File: src/rtl/rmvs_pkg.sv
package rmvs_pkg;

  localparam int SAMPLE_WIDTH = 32;
  localparam int COUNT_WIDTH  = 32;

  localparam int OUT_W   = 32;
  localparam int M2_W    = 64;
  localparam int FRAC_W  = 16;

  // difference width, multiplier half width, product width
  localparam int DIFF_W  = SAMPLE_WIDTH + 1;
  localparam int HALF_W  = (DIFF_W + 1) / 2;
  localparam int PROD_W  = 2 * DIFF_W;
  localparam int INC_W   = PROD_W - FRAC_W;
  localparam int DIV_CNT_W = $clog2(DIFF_W + 1);

  typedef logic signed [SAMPLE_WIDTH-1:0] sample_t;
  typedef logic        [COUNT_WIDTH-1:0]  count_t;
  typedef logic signed [DIFF_W-1:0]       diff_t;
  typedef logic        [DIFF_W-1:0]       mag_t;
  typedef logic        [PROD_W-1:0]       prod_t;
  typedef logic        [M2_W-1:0]         m2_t;

  localparam sample_t SAMPLE_MAXV = {1'b0, {(SAMPLE_WIDTH-1){1'b1}}};
  localparam sample_t SAMPLE_MINV = {1'b1, {(SAMPLE_WIDTH-1){1'b0}}};

  typedef struct packed {
    logic   start;
    mag_t   dividend;
    count_t divisor;
  } div_req_t;

  typedef struct packed {
    logic done;
    mag_t quotient;
  } div_rsp_t;

  typedef struct packed {
    logic start;
    mag_t op_a;
    mag_t op_b;
  } mul_req_t;

  typedef struct packed {
    logic  done;
    prod_t product;
  } mul_rsp_t;

endpackage

File: src/rtl/rmvs_ifs.sv
interface rmvs_in_if;
  logic               valid;
  logic               ready;
  logic signed [31:0] sample;
  logic               restart;

  modport source(output valid, sample, restart, input ready);
  modport sink(input valid, sample, restart, output ready);
endinterface

interface rmvs_out_if;
  logic               valid;
  logic               ready;
  logic        [31:0] sample_count;
  logic signed [31:0] mean_value;
  logic        [63:0] squared_deviation_sum;
  logic signed [31:0] largest_value;
  logic signed [31:0] smallest_value;

  modport source(output valid, sample_count, mean_value, squared_deviation_sum,
                 largest_value, smallest_value, input ready);
  modport sink(input valid, sample_count, mean_value, squared_deviation_sum,
               largest_value, smallest_value, output ready);
endinterface

File: src/rtl/rmvs_div.sv
module rmvs_div (
  input  logic               clk,
  input  logic               rst_n,
  input  rmvs_pkg::div_req_t req,
  output rmvs_pkg::div_rsp_t rsp
);

  logic                                       busy_r;
  logic                                       done_r;
  logic [rmvs_pkg::DIV_CNT_W-1:0]             cnt_r;
  rmvs_pkg::count_t                           rem_r;
  rmvs_pkg::count_t                           dvsr_r;
  rmvs_pkg::mag_t                             quo_r;
  logic [rmvs_pkg::COUNT_WIDTH:0]             trial;
  logic [rmvs_pkg::COUNT_WIDTH:0]             diff;

  // restoring step, one quotient bit a cycle
  assign trial = {rem_r, quo_r[rmvs_pkg::DIFF_W-1]};
  assign diff  = trial - {1'b0, dvsr_r};

  always_ff @(posedge clk) begin
    if (!rst_n) begin
      busy_r <= 1'b0;
      done_r <= 1'b0;
      cnt_r  <= '0;
    end else begin
      done_r <= 1'b0;
      if (req.start) begin
        busy_r <= 1'b1;
        cnt_r  <= rmvs_pkg::DIV_CNT_W'(rmvs_pkg::DIFF_W);
      end else if (busy_r) begin
        cnt_r <= cnt_r - 1'b1;
        if (cnt_r == rmvs_pkg::DIV_CNT_W'(1)) begin
          busy_r <= 1'b0;
          done_r <= 1'b1;
        end
      end
    end
  end

  always_ff @(posedge clk) begin
    if (req.start) begin
      rem_r  <= '0;
      quo_r  <= req.dividend;
      dvsr_r <= req.divisor;
    end else if (busy_r) begin
      if (!diff[rmvs_pkg::COUNT_WIDTH]) begin
        rem_r <= diff[rmvs_pkg::COUNT_WIDTH-1:0];
        quo_r <= {quo_r[rmvs_pkg::DIFF_W-2:0], 1'b1};
      end else begin
        rem_r <= trial[rmvs_pkg::COUNT_WIDTH-1:0];
        quo_r <= {quo_r[rmvs_pkg::DIFF_W-2:0], 1'b0};
      end
    end
  end

  assign rsp.done     = done_r;
  assign rsp.quotient = quo_r;

endmodule

File: src/rtl/rmvs_mul.sv
module rmvs_mul (
  input  logic               clk,
  input  logic               rst_n,
  input  rmvs_pkg::mul_req_t req,
  output rmvs_pkg::mul_rsp_t rsp
);

  localparam int HW = rmvs_pkg::HALF_W;

  logic                 busy_r;
  logic                 done_r;
  logic [2:0]           ph_r;
  logic                 pv_r;
  logic [1:0]           psh_r;
  logic [2*HW-1:0]      a_r;
  logic [2*HW-1:0]      b_r;
  logic [2*HW-1:0]      pp_r;
  rmvs_pkg::prod_t      acc_r;
  logic [HW-1:0]        opa;
  logic [HW-1:0]        opb;
  logic [1:0]           sh;
  logic [4*HW-1:0]      pp_sh;

  // partial product select: lo*lo, lo*hi, hi*lo, hi*hi
  always_comb begin
    unique case (ph_r[1:0])
      2'd0: begin opa = a_r[HW-1:0];    opb = b_r[HW-1:0];    sh = 2'd0; end
      2'd1: begin opa = a_r[HW-1:0];    opb = b_r[2*HW-1:HW]; sh = 2'd1; end
      2'd2: begin opa = a_r[2*HW-1:HW]; opb = b_r[HW-1:0];    sh = 2'd1; end
      default: begin opa = a_r[2*HW-1:HW]; opb = b_r[2*HW-1:HW]; sh = 2'd2; end
    endcase
  end

  always_comb begin
    unique case (psh_r)
      2'd0:    pp_sh = (4*HW)'(pp_r);
      2'd1:    pp_sh = (4*HW)'(pp_r) << HW;
      default: pp_sh = (4*HW)'(pp_r) << (2*HW);
    endcase
  end

  always_ff @(posedge clk) begin
    if (!rst_n) begin
      busy_r <= 1'b0;
      done_r <= 1'b0;
      ph_r   <= '0;
      pv_r   <= 1'b0;
    end else begin
      done_r <= 1'b0;
      if (req.start) begin
        busy_r <= 1'b1;
        ph_r   <= '0;
        pv_r   <= 1'b0;
      end else if (busy_r) begin
        if (ph_r != 3'd4) begin
          ph_r <= ph_r + 1'b1;
          pv_r <= 1'b1;
        end else begin
          pv_r   <= 1'b0;
          busy_r <= 1'b0;
          done_r <= 1'b1;
        end
      end
    end
  end

  always_ff @(posedge clk) begin
    if (req.start) begin
      a_r   <= (2*HW)'(req.op_a);
      b_r   <= (2*HW)'(req.op_b);
      acc_r <= '0;
    end else if (busy_r) begin
      if (ph_r != 3'd4) begin
        pp_r  <= opa * opb;
        psh_r <= sh;
      end
      if (pv_r) begin
        acc_r <= acc_r + pp_sh[rmvs_pkg::PROD_W-1:0];
      end
    end
  end

  assign rsp.done    = done_r;
  assign rsp.product = acc_r;

endmodule

File: src/rtl/running_mean_variance_stats.sv
// One word at a time: the input is ready only while idle, so a word is taken only after the
//   previous one has been through the bit-serial divider (one quotient bit a cycle), a
//   four-pass half-width multiplier and the output register load.
// A finished result waits in the output register while the next word is accepted.
// Reset (synchronous, rst_n low): count, mean and M2 to zero, max to the most
//   negative value, min to the most positive value, output empty.
module running_mean_variance_stats (
  input  logic             clk,
  input  logic             rst_n,
  rmvs_in_if.sink          in_ch,
  rmvs_out_if.source       out_ch
);

  localparam logic [2:0] S_IDLE  = 3'd0;
  localparam logic [2:0] S_DELTA = 3'd1;
  localparam logic [2:0] S_DIV   = 3'd2;
  localparam logic [2:0] S_MEAN  = 3'd3;
  localparam logic [2:0] S_D2    = 3'd4;
  localparam logic [2:0] S_MUL   = 3'd5;
  localparam logic [2:0] S_M2    = 3'd6;
  localparam logic [2:0] S_PUSH  = 3'd7;

  localparam int SW = rmvs_pkg::SAMPLE_WIDTH;
  localparam int DW = rmvs_pkg::DIFF_W;

  logic [2:0]          state_r;
  logic [2:0]          state_nxt;

  rmvs_pkg::count_t    count_r;
  rmvs_pkg::sample_t   mean_r;
  rmvs_pkg::m2_t       m2_r;
  rmvs_pkg::sample_t   max_r;
  rmvs_pkg::sample_t   min_r;

  rmvs_pkg::sample_t   x_r;
  rmvs_pkg::mag_t      dmag_r;
  logic                dneg_r;
  logic                dnz_r;
  logic                neg_r;

  logic                out_valid_r;
  logic [31:0]         out_count_r;
  logic signed [31:0]  out_mean_r;
  logic [63:0]         out_m2_r;
  logic signed [31:0]  out_max_r;
  logic signed [31:0]  out_min_r;

  logic                accept;
  logic                load_out;
  rmvs_pkg::sample_t   x_in;
  rmvs_pkg::count_t    cnt_base;
  rmvs_pkg::sample_t   max_base;
  rmvs_pkg::sample_t   min_base;

  rmvs_pkg::diff_t     sub_res;
  rmvs_pkg::mag_t      sub_mag;
  logic signed [DW:0]  q_s;
  logic signed [DW:0]  mean_sum;
  logic [rmvs_pkg::INC_W-1:0] inc;
  logic [rmvs_pkg::M2_W:0]    m2_add;
  logic [rmvs_pkg::M2_W:0]    m2_sub;

  rmvs_pkg::div_req_t  div_req;
  rmvs_pkg::div_rsp_t  div_rsp;
  rmvs_pkg::mul_req_t  mul_req;
  rmvs_pkg::mul_rsp_t  mul_rsp;

  rmvs_div u_div (.clk(clk), .rst_n(rst_n), .req(div_req), .rsp(div_rsp));
  rmvs_mul u_mul (.clk(clk), .rst_n(rst_n), .req(mul_req), .rsp(mul_rsp));

  assign in_ch.ready = (state_r == S_IDLE);
  assign accept      = in_ch.valid && in_ch.ready;
  assign load_out    = (state_r == S_PUSH) && (!out_valid_r || out_ch.ready);

  assign x_in     = rmvs_pkg::sample_t'(in_ch.sample[SW-1:0]);
  assign cnt_base = in_ch.restart ? '0 : count_r;
  assign max_base = in_ch.restart ? rmvs_pkg::SAMPLE_MINV : max_r;
  assign min_base = in_ch.restart ? rmvs_pkg::SAMPLE_MAXV : min_r;

  // shared subtractor: delta before the mean update, second delta after it
  assign sub_res = rmvs_pkg::diff_t'(x_r) - rmvs_pkg::diff_t'(mean_r);
  assign sub_mag = sub_res[DW-1] ? rmvs_pkg::mag_t'(-sub_res) : rmvs_pkg::mag_t'(sub_res);

  assign q_s      = $signed({1'b0, div_rsp.quotient});
  assign mean_sum = (DW+1)'(mean_r) + (dneg_r ? -q_s : q_s);

  assign inc    = mul_rsp.product[rmvs_pkg::PROD_W-1:rmvs_pkg::FRAC_W];
  assign m2_add = {1'b0, m2_r} + (rmvs_pkg::M2_W+1)'(inc);
  assign m2_sub = {1'b0, m2_r} - (rmvs_pkg::M2_W+1)'(inc);

  assign div_req.start    = (state_r == S_DELTA);
  assign div_req.dividend = sub_mag;
  assign div_req.divisor  = count_r;

  assign mul_req.start = (state_r == S_D2);
  assign mul_req.op_a  = dmag_r;
  assign mul_req.op_b  = sub_mag;

  always_comb begin
    state_nxt = state_r;
    unique case (state_r)
      S_IDLE:  if (accept) state_nxt = S_DELTA;
      S_DELTA: state_nxt = S_DIV;
      S_DIV:   if (div_rsp.done) state_nxt = S_MEAN;
      S_MEAN:  state_nxt = S_D2;
      S_D2:    state_nxt = S_MUL;
      S_MUL:   if (mul_rsp.done) state_nxt = S_M2;
      S_M2:    state_nxt = S_PUSH;
      S_PUSH:  if (load_out) state_nxt = S_IDLE;
      default: state_nxt = S_IDLE;
    endcase
  end

  always_ff @(posedge clk) begin
    if (!rst_n) begin
      state_r <= S_IDLE;
    end else begin
      state_r <= state_nxt;
    end
  end

  always_ff @(posedge clk) begin
    if (!rst_n) begin
      count_r <= '0;
      mean_r  <= '0;
      m2_r    <= '0;
      max_r   <= rmvs_pkg::SAMPLE_MINV;
      min_r   <= rmvs_pkg::SAMPLE_MAXV;
    end else begin
      if (accept) begin
        count_r <= (cnt_base == '1) ? cnt_base : cnt_base + 1'b1;
        if (in_ch.restart) begin
          mean_r <= '0;
          m2_r   <= '0;
        end
        max_r <= (x_in > max_base) ? x_in : max_base;
        min_r <= (x_in < min_base) ? x_in : min_base;
      end
      if (state_r == S_MEAN) begin
        mean_r <= mean_sum[SW-1:0];
      end
      if (state_r == S_M2) begin
        if (neg_r) begin
          m2_r <= m2_sub[rmvs_pkg::M2_W] ? '0 : m2_sub[rmvs_pkg::M2_W-1:0];
        end else begin
          m2_r <= m2_add[rmvs_pkg::M2_W] ? '1 : m2_add[rmvs_pkg::M2_W-1:0];
        end
      end
    end
  end

  always_ff @(posedge clk) begin
    if (accept) begin
      x_r <= x_in;
    end
    if (state_r == S_DELTA) begin
      dmag_r <= sub_mag;
      dneg_r <= sub_res[DW-1];
      dnz_r  <= (sub_res != '0);
    end
    if (state_r == S_D2) begin
      neg_r <= (dneg_r != sub_res[DW-1]) && dnz_r && (sub_res != '0);
    end
  end

  always_ff @(posedge clk) begin
    if (!rst_n) begin
      out_valid_r <= 1'b0;
    end else if (load_out) begin
      out_valid_r <= 1'b1;
    end else if (out_ch.ready) begin
      out_valid_r <= 1'b0;
    end
  end

  always_ff @(posedge clk) begin
    if (load_out) begin
      out_count_r <= rmvs_pkg::OUT_W'(count_r);
      out_mean_r  <= rmvs_pkg::OUT_W'(mean_r);
      out_m2_r    <= m2_r;
      out_max_r   <= rmvs_pkg::OUT_W'(max_r);
      out_min_r   <= rmvs_pkg::OUT_W'(min_r);
    end
  end

  assign out_ch.valid                 = out_valid_r;
  assign out_ch.sample_count          = out_count_r;
  assign out_ch.mean_value            = out_mean_r;
  assign out_ch.squared_deviation_sum = out_m2_r;
  assign out_ch.largest_value         = out_max_r;
  assign out_ch.smallest_value        = out_min_r;

  a_div_done_in_div: assert property (@(posedge clk) disable iff (!rst_n)
    div_rsp.done |-> state_r == S_DIV)
    else $error("divider finished outside its step");

  a_mul_done_in_mul: assert property (@(posedge clk) disable iff (!rst_n)
    mul_rsp.done |-> state_r == S_MUL)
    else $error("multiplier finished outside its step");

  a_min_le_max: assert property (@(posedge clk) disable iff (!rst_n)
    (state_r == S_IDLE && count_r != '0) |-> min_r <= max_r)
    else $error("min above max");

  a_mean_in_range: assert property (@(posedge clk) disable iff (!rst_n)
    (state_r == S_IDLE && count_r != '0) |-> (mean_r >= min_r && mean_r <= max_r))
    else $error("mean outside sample range");

  a_load_after_m2: assert property (@(posedge clk) disable iff (!rst_n)
    (state_r == S_M2) |=> state_r == S_PUSH)
    else $error("M2 update not followed by result");

endmodule

File: src/flat_wrapper.sv
// flat-port wrapper written by rule: the top's interface ports become plain ports
module running_mean_variance_stats_flat 
  (clk, rst_n, in_ch_valid, in_ch_sample, in_ch_restart, in_ch_ready, out_ch_valid, out_ch_sample_count, out_ch_mean_value, out_ch_squared_deviation_sum, out_ch_largest_value, out_ch_smallest_value, out_ch_ready);
  rmvs_in_if in_ch_i ();
  rmvs_out_if out_ch_i ();
  input  logic clk;
  input  logic rst_n;
  input wire logic [$bits(in_ch_i.valid)-1:0] in_ch_valid;
  input wire logic [$bits(in_ch_i.sample)-1:0] in_ch_sample;
  input wire logic [$bits(in_ch_i.restart)-1:0] in_ch_restart;
  output wire logic [$bits(in_ch_i.ready)-1:0] in_ch_ready;
  output wire logic [$bits(out_ch_i.valid)-1:0] out_ch_valid;
  output wire logic [$bits(out_ch_i.sample_count)-1:0] out_ch_sample_count;
  output wire logic [$bits(out_ch_i.mean_value)-1:0] out_ch_mean_value;
  output wire logic [$bits(out_ch_i.squared_deviation_sum)-1:0] out_ch_squared_deviation_sum;
  output wire logic [$bits(out_ch_i.largest_value)-1:0] out_ch_largest_value;
  output wire logic [$bits(out_ch_i.smallest_value)-1:0] out_ch_smallest_value;
  input wire logic [$bits(out_ch_i.ready)-1:0] out_ch_ready;
  assign in_ch_i.valid = in_ch_valid;
  assign in_ch_i.sample = in_ch_sample;
  assign in_ch_i.restart = in_ch_restart;
  assign in_ch_ready = in_ch_i.ready;
  assign out_ch_valid = out_ch_i.valid;
  assign out_ch_sample_count = out_ch_i.sample_count;
  assign out_ch_mean_value = out_ch_i.mean_value;
  assign out_ch_squared_deviation_sum = out_ch_i.squared_deviation_sum;
  assign out_ch_largest_value = out_ch_i.largest_value;
  assign out_ch_smallest_value = out_ch_i.smallest_value;
  assign out_ch_i.ready = out_ch_ready;
  running_mean_variance_stats u_core (.clk(clk), .rst_n(rst_n), .in_ch(in_ch_i), .out_ch(out_ch_i));
endmodule
File: config.mk
export PLATFORM = sky130hd
export DESIGN_NAME = running_mean_variance_stats_flat
export DESIGN_NICKNAME = d
export VERILOG_FILES = /design/src/rtl/rmvs_pkg.sv /design/src/rtl/rmvs_ifs.sv /design/src/rtl/rmvs_div.sv /design/src/rtl/rmvs_mul.sv /design/src/rtl/running_mean_variance_stats.sv /design/src/flat_wrapper.sv
export SDC_FILE = /design/constraint.sdc
export NUM_CORES = 2
export LEC_CHECK = 0
export ABC_AREA = 1
export BUFFER_PORTS_ARGS = -buffer_cell sky130_fd_sc_hd__buf_4
export CORE_UTILIZATION = 35
export DETAILED_ROUTE_END_ITERATION = 10
export GPL_TIMING_DRIVEN = 0
export HOLD_SLACK_MARGIN = 0.03
export SLEW_MARGIN = 5
export SYNTH_ARGS = -nofsm -noshare
export SYNTH_HDL_FRONTEND = slang
export SYNTH_SLANG_ARGS = --single-unit
File: constraint.sdc
create_clock -name clk -period 15.2 [get_ports clk]
set_input_delay 2.28 -clock clk [delete_from_list [all_inputs] [get_ports clk]]
set_output_delay 2.28 -clock clk [all_outputs]
set_load 0.01 [all_outputs]
==> results.sh <==
export IMPL_status="completed"
export IMPL_drive_gt1_frac=0.0701
export IMPL_path_clk_slew_ps=60
export IMPL_clk_latency_ps=750
export IMPL_power_mw=13.8
export IMPL_fin_crit_sh=0.557
export IMPL_worstSetupPathType="reg -> reg"
export IMPL_whs_endpoint="u_core.u_mul.a_r[17]"
export IMPL_p_leak_nw=31.9
export IMPL_rrSetupSlack_ps=6730
export IMPL_worst_slew_pin_slew_ps=1400
export IMPL_syn_inst=8334
export IMPL_die_area_um2=174000
export IMPL_arrival_ps=8920
export IMPL_setup_tns_ps=0
export IMPL_hold_start="u_core.dmag_r[17]"
export IMPL_grt_max_degree=77
export IMPL_final_cell_area_um2=68300
export IMPL_fillers=17900
export IMPL_grt_overflow_total=0
export IMPL_hold_buffers=0
export IMPL_vias_per_cell=5.19
export IMPL_start_kind="flip-flop"
export IMPL_min_path_cells=0
export IMPL_dp_cells=10900
export IMPL_drt_total_wl_um=252000
export IMPL_critPathRequiredTime_ps=15660
export IMPL_clock_sinks=735
export IMPL_dpl_instance_area_um2=65300
export IMPL_cts_buffer_depth=3
export IMPL_htreeDepth=3
export IMPL_drc_errors=0
export IMPL_cpMaxStageDelayCell="o21ai_0"
export IMPL_io_buffers=230
export IMPL_wire_per_inst_um=22.8
export IMPL_core_area_um2=170000
export IMPL_setup_viol=0
export IMPL_synth_warnings=0
export IMPL_fmax_mhz=118
export IMPL_die_h_um=417
export IMPL_hold_ws_ps=417
export IMPL_cts_tree="yes"
export IMPL_crit_top_cell="inv_1"
export IMPL_ys_flop_type="edfxtp_1"
export IMPL_cts_root_buf="clkbuf_16"
export IMPL_grt_usage=0.284
export IMPL_vias=57400
export IMPL_period_needed_ps=8470
export IMPL_syn_nets=9041
export IMPL_cp_end_kind="flip-flop"
export IMPL_grt_use_met3=0.0372
export IMPL_synth_cell_types=65
export IMPL_synthesis_area_um2=60300
export IMPL_use_met2=0.485
export IMPL_fin_skew_ps=48.7
export IMPL_row_count=151
export IMPL_met1_usage=0.353
export IMPL_drv_cap=0
export IMPL_top_usage_layer="met2"
export IMPL_synth_seq_area_share=0.315
export IMPL_worstPathMaxFanout=10
export IMPL_cts_buffers=87
export IMPL_ir_drop_v=0.000466
export IMPL_die_w_um=417
export IMPL_min_path_type="reg -> reg"
export IMPL_synth_edff_count=427
export IMPL_final_nets=9383
export IMPL_relSlewSlack=0.0542
export IMPL_synth_seq_cells=735
export IMPL_start_util=0.354
export IMPL_postCtsSetupBuffers=0
export IMPL_final_cell_mix="nand2_1, inv_1, nor2_1"
export IMPL_cpPeakStageDelay_ps=1100
export IMPL_report_final_slew_viol_count=0
export IMPL_hold_viol=0
export IMPL_grt_antenna_before_repair=4
export IMPL_power_density_nw_per_um2=202
export IMPL_place_congestion=1.00
export IMPL_postSynth_asyncResetShare=0
export IMPL_first_pass_iters=8
export IMPL_syn_to_final_growth_pct=13.3
export IMPL_avgSynthCellArea_um2=7.24
export IMPL_antenna_left=0
export IMPL_r2r_start="u_core.u_mul.ph_r[0]"
export IMPL_layoutNonFillerInstCount=11000
export IMPL_grt_pass1_vias=56100
export IMPL_cts_resized=0
export IMPL_final_common_cell="nand2_1"
export IMPL_r2r_end="u_core.u_mul.pp_r[32]"
export IMPL_dp_hpwl_um=208000
export IMPL_rsz0062_at_grt="no"
export IMPL_r2r_cells=28
export IMPL_grt_pass1_wl_um=366000
export IMPL_num_io_pins=231
export IMPL_first_iter_violations=4466
==> where the power goes <==
group | switching (mW) | internal (mW)
clock network | 0.976 | 1.25
registers | 0.252 | 2.72
logic | 5.59 | 2.99
total | 6.82 | 6.96
==> state kept, by name, indices dropped and copies added, names as in the netlist, 33 cells and up <==
| signal | count |
|---|---|
| u_core.u_mul.a_r | 33 |
| u_core.u_mul.b_r | 33 |
| u_core.m2_r | 64 |
| u_core.dmag_r | 33 |
| u_core.out_ch.squared_deviation_sum | 64 |
| u_core.u_div.quo_r | 33 |
| u_core.u_mul.pp_r | 34 |
| u_core.u_mul.acc_r | 66 |
==> how the worst max path moves through the flow <==
| stage | slack, ps | from | endpoint | depth (start not counted) |
|---|---|---|---|---|
| 3_3_place_gp | 70 | out_ch_ready | u_core.out_ch.squared_deviation_sum[33] | 3 |
| 4_1_cts | 6670 | u_core.u_mul.ph_r[0] | u_core.u_mul.pp_r[27] | 27 |
| 2_1_floorplan | 4880 | out_ch_ready | u_core.out_ch.largest_value[0] | 2 |
| 3_5_place_dp | 6700 | u_core.u_mul.ph_r[0] | u_core.u_mul.pp_r[27] | 27 |
| 5_1_grt | 6360 | u_core.u_mul.ph_r[0] | u_core.u_mul.pp_r[30] | 29 |
| 6_report | 6730 | u_core.u_mul.ph_r[0] | u_core.u_mul.pp_r[32] | 28 |
==> Yosys cell counts, drive strengths merged, types with 33 or more instances <==
cell type	number	area, µm²
o211ai	62	465
xor2	141	1250
nand2	1984	7580
buf	64	395
inv	1426	5360
o21bai	61	458
nor2	970	3740
xnor2	60	526
ha	440	5510
edfxtp	427	12800
nand4	91	582
a21oi	689	3450
a31oi	33	206
o22ai	40	250
nand3	390	2030
o21ai	484	2440
fa	230	4600
nor3	99	542
clkbuf	143	539
dfxtp	308	6170
nor4	34	240
==> area by class of cell <==
type | count | area [µm²] | area share
Clock buffer | 102 | 2330 | 0.0341
Multi-Input combinational cell | 5959 | 35100 | 0.513
Sequential cell | 735 | 19000 | 0.278
Antenna cell | 4 | 10.0 | 0.000146
Inverter | 1433 | 5390 | 0.0789
Buffer | 207 | 941 | 0.0138
Timing Repair Buffer | 253 | 2070 | 0.0302
Tap cell | 2295 | 2870 | 0.0420
Clock inverter | 61 | 686 | 0.0100
==> cells by family (layout without fill, tap and decap cells) <==
family | count (synthesis) | count (layout) | share of synthesized area
compound gates | 1471 | 1471 | 0.134
xor+xnor | 201 | 201 | 0.0294
fa+ha+maj | 670 | 670 | 0.168
buf+inv | 1640 | 2056 | 0.105
flops | 735 | 735 | 0.315
other cells | 0 | 4 | 0
simple gates | 3617 | 3617 | 0.250
==> routing by layer <==
layer / wire [µm] / share of wire
met1: 105000 / 0.42
met2: 120000 / 0.48
met3: 13600 / 0.054
met4: 13500 / 0.054
met5: 55 / 0.00022
==> critical path, delay by kind of cell, from the launching register on <==
family          cells  cell delay, ps
fa+ha+maj           8            3790
compound gates      5            1790
xor+xnor            1             170
simple gates        4             540
buf+inv            10            1540
flops               1             340
==> metrics by stage <==
step                      worst slack [ps]  utilization
after floorplan                       4880            -
after global placement                69.5        0.381
after detailed placement              6700        0.384
after CTS                             6670        0.401
after global routing                  6360        0.401
final                                 6730        0.401
Note: power is estimated with default switching activity, not from simulation.
